==> src/design/akscp_pkg.sv <==
// ---------------------------------------------------------------------------
// akscp_pkg
// Shared types and constants of the additive key stream byte cipher.
// ---------------------------------------------------------------------------
package akscp_pkg;

    localparam int BYTE_W      = 8;
    localparam int GROUP_SIZE  = 3;
    localparam int GP_W        = $clog2(GROUP_SIZE + 1);
    localparam int KEY_COUNT   = 5;
    localparam int ROLL_TOP    = 3;
    localparam int KIDX_W      = 3;
    localparam int APB_AW      = 5;
    localparam int APB_DW      = 32;
    localparam int REG_IDX_W   = 3;

    localparam logic [BYTE_W-1:0] FILLER_BYTE = 8'h2A;

    // Register map, byte address = 4 * index
    localparam logic [REG_IDX_W-1:0] REG_MODE    = 3'd0;
    localparam logic [REG_IDX_W-1:0] REG_DECRYPT = 3'd1;
    localparam logic [REG_IDX_W-1:0] REG_SHIFT   = 3'd2;
    localparam logic [REG_IDX_W-1:0] REG_KEY0    = 3'd3;
    localparam logic [REG_IDX_W-1:0] REG_KEY1    = 3'd4;
    localparam logic [REG_IDX_W-1:0] REG_KEY2    = 3'd5;
    localparam logic [REG_IDX_W-1:0] REG_KEY3    = 3'd6;
    localparam logic [REG_IDX_W-1:0] REG_KEY4    = 3'd7;

    typedef enum logic [1:0] {
        MODE_FIXED = 2'd0,
        MODE_ROLL  = 2'd1,
        MODE_KEYS  = 2'd2,
        MODE_FILL  = 2'd3
    } mode_t;

    typedef struct packed {
        mode_t                              mode;
        logic                               decrypt;
        logic [BYTE_W-1:0]                  shift_amount;
        logic [KEY_COUNT-1:0][BYTE_W-1:0]   key;
    } cfg_t;

    // Results of one byte, handed to the result buffer
    typedef struct packed {
        logic              valid;
        logic [1:0]        count;
        logic [BYTE_W-1:0] data0;
        logic              last0;
        logic [BYTE_W-1:0] data1;
        logic              last1;
    } push_t;

endpackage

==> src/design/akscp_regs.sv <==
// ---------------------------------------------------------------------------
// akscp_regs
// APB register file: mode, direction, fixed shift and the five keys.
// ---------------------------------------------------------------------------
module akscp_regs
    import akscp_pkg::*;
(
    input  logic              aclk,
    input  logic              aresetn,
    input  logic              psel,
    input  logic              penable,
    input  logic              pwrite,
    input  logic [APB_AW-1:0] paddr,
    input  logic [APB_DW-1:0] pwdata,
    output logic [APB_DW-1:0] prdata,
    output logic              pready,
    output cfg_t              cfg
);

    cfg_t                 cfg_reg;
    cfg_t                 cfg_next;
    logic [REG_IDX_W-1:0] reg_idx;
    logic                 wr_en;

    assign reg_idx = paddr[APB_AW-1:2];
    assign wr_en   = psel & penable & pwrite;
    assign pready  = 1'b1;
    assign cfg     = cfg_reg;

    always_comb begin
        cfg_next = cfg_reg;
        if (wr_en) begin
            unique case (reg_idx) inside
                REG_MODE:    cfg_next.mode         = mode_t'(pwdata[1:0]);
                REG_DECRYPT: cfg_next.decrypt      = pwdata[0];
                REG_SHIFT:   cfg_next.shift_amount = pwdata[BYTE_W-1:0];
                REG_KEY0, REG_KEY1, REG_KEY2, REG_KEY3, REG_KEY4: begin
                    cfg_next.key[KIDX_W'(reg_idx - REG_KEY0)] = pwdata[BYTE_W-1:0];
                end
            endcase
        end
    end

    always_ff @(posedge aclk) begin
        if (!aresetn) begin
            cfg_reg <= '0;
        end else begin
            cfg_reg <= cfg_next;
        end
    end

    always_comb begin
        prdata = '0;
        unique case (reg_idx) inside
            REG_MODE:    prdata[1:0]        = cfg_reg.mode;
            REG_DECRYPT: prdata[0]          = cfg_reg.decrypt;
            REG_SHIFT:   prdata[BYTE_W-1:0] = cfg_reg.shift_amount;
            REG_KEY0, REG_KEY1, REG_KEY2, REG_KEY3, REG_KEY4: begin
                prdata[BYTE_W-1:0] = cfg_reg.key[KIDX_W'(reg_idx - REG_KEY0)];
            end
        endcase
    end

endmodule

==> src/design/akscp_xform.sv <==
// ---------------------------------------------------------------------------
// akscp_xform
// Input register, shift selection and stream position counters.
// ---------------------------------------------------------------------------
module akscp_xform
    import akscp_pkg::*;
(
    input  logic              aclk,
    input  logic              aresetn,
    input  cfg_t              cfg,
    input  logic              s_valid,
    output logic              s_ready,
    input  logic [BYTE_W-1:0] s_data_byte,
    input  logic              s_in_last,
    input  logic              room,
    output push_t             push
);

    logic              in_valid_reg;
    logic [BYTE_W-1:0] in_data_reg;
    logic              in_last_reg;
    logic [GP_W-1:0]   gp_reg;
    logic [GP_W-1:0]   gp_next;
    logic [KIDX_W-1:0] kidx_reg;
    logic [KIDX_W-1:0] kidx_next;

    logic [KIDX_W-1:0] kidx_key;
    logic [KIDX_W-1:0] kidx_key_nx;
    logic [KIDX_W-1:0] kidx_roll;
    logic [KIDX_W-1:0] kidx_roll_nx;
    logic [BYTE_W-1:0] shift;
    logic              grp_full;
    logic              grp_over;
    logic              fire;

    assign fire    = in_valid_reg & room;
    assign s_ready = ~in_valid_reg | room;

    always_ff @(posedge aclk) begin
        if (!aresetn) begin
            in_valid_reg <= 1'b0;
        end else if (s_ready) begin
            in_valid_reg <= s_valid;
        end
    end

    always_ff @(posedge aclk) begin
        if (s_valid && s_ready) begin
            in_data_reg <= s_data_byte;
            in_last_reg <= s_in_last;
        end
    end

    always_comb begin
        // clamp stale indexes left over from another mode
        kidx_key  = (kidx_reg < KIDX_W'(KEY_COUNT)) ? kidx_reg : KIDX_W'(KEY_COUNT - 1);
        kidx_roll = (kidx_reg < KIDX_W'(ROLL_TOP)) ? kidx_reg : KIDX_W'(ROLL_TOP - 1);
        kidx_key_nx  = (kidx_key == KIDX_W'(KEY_COUNT - 1)) ? '0 : kidx_key + 1'b1;
        kidx_roll_nx = (kidx_roll == KIDX_W'(ROLL_TOP - 1)) ? '0 : kidx_roll + 1'b1;
        grp_full = ({1'b0, gp_reg} + 1'b1) >= (GP_W + 1)'(GROUP_SIZE);
        grp_over = gp_reg >= GP_W'(GROUP_SIZE);

        shift      = cfg.shift_amount;
        kidx_next  = kidx_reg;
        gp_next    = gp_reg;
        push.count = 2'd1;
        push.last0 = in_last_reg;
        push.data1 = FILLER_BYTE;
        push.last1 = in_last_reg;

        case (cfg.mode)
            MODE_FIXED: ;
            MODE_ROLL: begin
                shift     = BYTE_W'(kidx_roll) + 1'b1;
                kidx_next = kidx_roll_nx;
            end
            MODE_KEYS: begin
                shift     = cfg.key[kidx_key];
                kidx_next = kidx_key_nx;
            end
            MODE_FILL: begin
                shift = cfg.key[kidx_key];
                if (!cfg.decrypt) begin
                    kidx_next = kidx_key_nx;
                    if (grp_full) begin
                        // group complete: append the filler, it carries the last mark
                        gp_next    = '0;
                        push.count = 2'd2;
                        push.last0 = 1'b0;
                    end else begin
                        gp_next = gp_reg + 1'b1;
                    end
                end else if (grp_over) begin
                    // drop the filler, key stays put
                    gp_next    = '0;
                    push.count = 2'd0;
                end else begin
                    gp_next   = gp_reg + 1'b1;
                    kidx_next = kidx_key_nx;
                end
            end
            default: ;
        endcase

        if (in_last_reg) begin
            gp_next   = '0;
            kidx_next = '0;
        end

        push.valid = fire;
        push.data0 = cfg.decrypt ? in_data_reg - shift : in_data_reg + shift;
    end

    always_ff @(posedge aclk) begin
        if (!aresetn) begin
            gp_reg   <= '0;
            kidx_reg <= '0;
        end else if (fire) begin
            gp_reg   <= gp_next;
            kidx_reg <= kidx_next;
        end
    end

endmodule

==> src/design/akscp_obuf.sv <==
// ---------------------------------------------------------------------------
// akscp_obuf
// Two-entry result buffer; takes all results of one byte at once.
// ---------------------------------------------------------------------------
module akscp_obuf
    import akscp_pkg::*;
(
    input  logic              aclk,
    input  logic              aresetn,
    input  push_t             push,
    output logic              room,
    output logic              m_valid,
    input  logic              m_ready,
    output logic [BYTE_W-1:0] m_out_byte,
    output logic              m_out_last
);

    logic [1:0]        count_reg;
    logic [1:0]        count_next;
    logic [BYTE_W-1:0] data0_reg;
    logic [BYTE_W-1:0] data1_reg;
    logic              last0_reg;
    logic              last1_reg;
    logic              pop;

    assign m_valid    = count_reg != 2'd0;
    assign m_out_byte = data0_reg;
    assign m_out_last = last0_reg;
    assign pop        = m_valid & m_ready;
    // buffer is empty once this cycle's request leaves
    assign room       = (count_reg == 2'd0) | ((count_reg == 2'd1) & m_ready);

    always_comb begin
        count_next = count_reg - {1'b0, pop};
        if (push.valid) begin
            count_next = push.count;
        end
    end

    always_ff @(posedge aclk) begin
        if (!aresetn) begin
            count_reg <= '0;
        end else begin
            count_reg <= count_next;
        end
    end

    always_ff @(posedge aclk) begin
        if (push.valid) begin
            data0_reg <= push.data0;
            last0_reg <= push.last0;
            data1_reg <= push.data1;
            last1_reg <= push.last1;
        end else if (pop) begin
            // advance the second entry to the head
            data0_reg <= data1_reg;
            last0_reg <= last1_reg;
        end
    end

endmodule

==> src/design/additive_key_stream_cipher_core.sv <==
// ---------------------------------------------------------------------------
// additive_key_stream_cipher_core
// Byte cipher adding or subtracting a fixed, rolling or five-key shift.
// ---------------------------------------------------------------------------
// A byte is taken into an input register, shifted in one pass and written
// to a two-entry result buffer once that buffer has room; the result is
// offered from the buffer register. Bytes that give one result stream at
// one per cycle while the output is ready; in filler mode on encrypt, a byte
// that closes a group gives the data byte and a '*' filler, and the single
// output port of the result buffer sends them one after the other. A dropped
// filler on decrypt gives no result. Group position and key index restart
// after a byte marked last. Write the registers only while no request is in
// flight.
// ---------------------------------------------------------------------------
module additive_key_stream_cipher_core
    import akscp_pkg::*;
(
    input  logic              aclk,
    input  logic              aresetn,
    input  logic              psel,
    input  logic              penable,
    input  logic              pwrite,
    input  logic [APB_AW-1:0] paddr,
    input  logic [APB_DW-1:0] pwdata,
    output logic [APB_DW-1:0] prdata,
    output logic              pready,
    input  logic              s_valid,
    output logic              s_ready,
    input  logic [BYTE_W-1:0] s_data_byte,
    input  logic              s_in_last,
    output logic              m_valid,
    input  logic              m_ready,
    output logic [BYTE_W-1:0] m_out_byte,
    output logic              m_out_last
);

    cfg_t  cfg;
    push_t push;
    logic  room;

    akscp_regs u_regs (
        .aclk    (aclk),
        .aresetn (aresetn),
        .psel    (psel),
        .penable (penable),
        .pwrite  (pwrite),
        .paddr   (paddr),
        .pwdata  (pwdata),
        .prdata  (prdata),
        .pready  (pready),
        .cfg     (cfg)
    );

    akscp_xform u_xform (
        .aclk        (aclk),
        .aresetn     (aresetn),
        .cfg         (cfg),
        .s_valid     (s_valid),
        .s_ready     (s_ready),
        .s_data_byte (s_data_byte),
        .s_in_last   (s_in_last),
        .room        (room),
        .push        (push)
    );

    akscp_obuf u_obuf (
        .aclk       (aclk),
        .aresetn    (aresetn),
        .push       (push),
        .room       (room),
        .m_valid    (m_valid),
        .m_ready    (m_ready),
        .m_out_byte (m_out_byte),
        .m_out_last (m_out_last)
    );

endmodule

==> config.mk <==
export PLATFORM = sky130hd
export DESIGN_NAME = additive_key_stream_cipher_core
export DESIGN_NICKNAME = d
export VERILOG_FILES = /design/src/design/akscp_pkg.sv /design/src/design/akscp_regs.sv /design/src/design/akscp_xform.sv /design/src/design/akscp_obuf.sv /design/src/design/additive_key_stream_cipher_core.sv
export SDC_FILE = /design/constraint.sdc
export NUM_CORES = 1
export LEC_CHECK = 0
export ABC_AREA = 1
export ABC_CLOCK_PERIOD_IN_PS = 4700
export BUFFER_PORTS_ARGS = -buffer_cell sky130_fd_sc_hd__buf_2
export CORE_MARGIN = 2
export CORE_UTILIZATION = 43
export CTS_BUF_LIST = sky130_fd_sc_hd__clkbuf_4 sky130_fd_sc_hd__clkbuf_8 sky130_fd_sc_hd__clkbuf_16
export DETAILED_ROUTE_END_ITERATION = 6
export HOLD_SLACK_MARGIN = 0.02
export PLACE_DENSITY = 0.74
export SETUP_SLACK_MARGIN = 0.05
export SYNTH_ARGS = -nofsm -noshare
export SYNTH_HDL_FRONTEND = slang
export SYNTH_HIERARCHICAL = 1
export SYNTH_SLANG_ARGS = --single-unit
==> constraint.sdc <==
create_clock -name aclk -period 4.7 [get_ports aclk]
set_input_delay 1.41 -clock aclk [delete_from_list [all_inputs] [get_ports aclk]]
set_output_delay 1.41 -clock aclk [all_outputs]
set_load 0.01 [all_outputs]
==> results.sh <==
export IMPL_synth_mux_area_share_pct=0
export IMPL_drive_gt1_share_pct=12.6
export IMPL_yosys_top_cells_area="dfxtp_1 (21%), nand2_1 (17%), edfxtp_1 (15%)"
export IMPL_status="finished, final reports clean"
export IMPL_largest_reg_flops=51
export IMPL_max_cap_viol_count=0
export IMPL_insertion_delay_ns=0.34
export IMPL_cts_root_buf="clkbuf_16"
export IMPL_timing_fmax_ghz=0.226
export IMPL_clkTransAtPathRegs_ns=0.07
export IMPL_reg2reg_setup_slack_ns=0.65
export IMPL_min_from="u_regs/cfg[16]"
export IMPL_grt_overflow_total=0
export IMPL_yosysSeqAreaShare_pct=35.9
export IMPL_hpwl_mm=9.70
export IMPL_setup_viol=0
export IMPL_clockBufferDepth=2
export IMPL_synth_top_family_by_area="simple AND/OR/NAND/NOR gates"
export IMPL_finalSetupTns_ns=0
export IMPL_placedInstanceArea_mm2=0.00573
export IMPL_dr_pass1_iters=5
export IMPL_cts_resized=0
export IMPL_io_buffers=45
export IMPL_fin_skew_ns=0.00658
export IMPL_path_max_fanout=17
export IMPL_ys_warn_count=6
export IMPL_die_width_um=118
export IMPL_most_common_layout_cells="nand2_1 (251), nor2_1 (116), nand3_1 (73), inv_1 (61), dfxtp_1 (59)"
export IMPL_grt_usage_pct=19.8
export IMPL_synth_compound_gate_area_share_pct=7.98
export IMPL_cts_tree="built"
export IMPL_via_per_inst=4.95
export IMPL_synth_xor_area_share_pct=1.42
export IMPL_grt_start_max_net_pins=57
export IMPL_final_hold_viol_count=0
export IMPL_routabilityCongestion=0.908
export IMPL_grt_pass1_vias=4561
export IMPL_cts_hold_buffers=0
export IMPL_vias=5016
export IMPL_cts_htree_levels=3
export IMPL_fillers=1314
export IMPL_reg2regPathDepth=20
export IMPL_totalWireLength_mm=13.6
export IMPL_crit_path_end_kind="output port"
export IMPL_cts_made_buffers=9
export IMPL_avgSynthCellArea_um2=6.90
export IMPL_core_area_mm2=0.0126
export IMPL_power_uw=1860
export IMPL_antenna_found_initial=0
export IMPL_cp_data_arrival_time_ns=3.02
export IMPL_synth_area_mm2=0.00555
export IMPL_tightest_slew_ns=1.01
export IMPL_dieArea_mm2=0.0138
export IMPL_detail_route_antenna_nets=0
export IMPL_post_place_ws_ns=0.309
export IMPL_worstHoldPathCells=2
export IMPL_synthAdderAreaFrac_pct=5.10
export IMPL_drv_slew=0
export IMPL_timing_final_crit_share_pct=94.3
export IMPL_final_nets=911
export IMPL_setup_slack_ns=0.270
export IMPL_grt_pass1_wl_mm=22.2
export IMPL_drc=0
export IMPL_hold_slack_ns=0.501
export IMPL_crit_required_ns=3.29
export IMPL_area_growth_pct=9.20
export IMPL_yosys_area_top_type="dfxtp_1"
export IMPL_placementRows=41
export IMPL_max_vdd_ir_drop_v=0.000155
export IMPL_synth_distinct_cells=45
export IMPL_die_h_um=118
export IMPL_synth_simple_area_share_pct=37.2
export IMPL_rsz0062_at_grt="false"
export IMPL_r2r_end="u_obuf/m_out_byte[7]"
export IMPL_yosysTopAreaCellShare_pct=21.3
export IMPL_slew_headroom_pct=33.0
export IMPL_cp_start_kind="input port"
export IMPL_p_per_area_mw_per_mm2=308
export IMPL_start_util_pct=44.0
export IMPL_first_iter_violations=493
export IMPL_min_path_type="reg -> reg"
export IMPL_antenna_cells=0
export IMPL_period_needed_ns=4.43
export IMPL_ios=97
export IMPL_clock_sinks=86
export IMPL_wire_per_inst_um=13.4
export IMPL_synthCells=804
export IMPL_whs_endpoint="u_regs/cfg[16]"
export IMPL_path_class="in -> out"
export IMPL_post_cts_setup_buffers=0
export IMPL_final_common_cell="nand2_1"
export IMPL_leakage_uw=0.00286
export IMPL_yosys_register_bits=86
export IMPL_rr_startpoint="u_xform/kidx_reg[2]"
export IMPL_design_area_mm2=0.00606
[cell type report]
type,instances,area [µm²],share of cell area (%)
Tap cell,172,215,3.55
Clock buffer,14,315,5.20
Multi-Input combinational cell,619,2990,49.4
Inverter,70,265,4.38
Clock inverter,2,17.5,0.289
Sequential cell,86,1990,32.9
Timing Repair Buffer,50,263,4.34
[cell families after synthesis]
kind of cell | after synthesis
simple gates | 480
buf+inv | 128
flops | 86
compound gates | 75
fa+ha+maj | 22
xor+xnor | 9
other cells | 4
[through the flow]
stage | util [%] | cells
6_report | 48.0 | 1013
5_1_grt | 48.0 | 1013
4_1_cts | 48.0 | 1013
3_5_place_dp | 45.4 | 997
3_3_place_gp | 45.4 | 997
2_1_floorplan | - | 833
[synth_stat cells, drive strengths merged]
master   number
nand3b        3
a32oi         2
buf          55
a31oi         3
nor3          2
a21boi        2
conb          4
o21ai        31
o211ai        1
nand4         8
o31ai         1
or2           2
nor2        128
fa            1
edfxtp       27
o22a          1
inv          68
o2bb2ai       1
xnor2         4
xor2          5
ha           21
a21oi        31
a21o          2
dfxtp        59
nand2       261
nand3        76
clkbuf        3
clkinv        2
[where the power goes]
part	internal [µW]	switching, µW
sequential	812	15.7
combinational	86.4	182
clock	470	298
[layer usage]
metal | track usage (%) | share of wire (%) | vias up
met5 | 0 | 0 | -
met4 | 7.98 | 2.9 | 0
met3 | 3.68 | 6.7 | 34
met2 | 32.0 | 45 | 222
met1 | 26.2 | 45 | 2204
li1 | - | - | 2556
[critical path: stages]
cell,delay [ns]
buf_2,0.13
inv_1,0.07
ha_1,0.33
inv_1,0.13
nand2_1,0.10
nor2_4,0.36
nand2_1,0.09
nand3_1,0.10
nand2_1,0.05
nand2_1,0.11
buf_2,0.15
[worst max path at each step]
stage	start	end	slack (ns)	depth (start not counted)
after detailed placement	paddr[3]	prdata[2]	0.31	11
after CTS	paddr[3]	prdata[2]	0.30	11
after global placement	paddr[3]	prdata[2]	0.31	11
final	paddr[3]	prdata[2]	0.27	11
after floorplan	paddr[2]	prdata[2]	0.59	11
after global routing	paddr[3]	prdata[1]	0.11	11
Note: power is estimated with default switching activity, not from simulation.
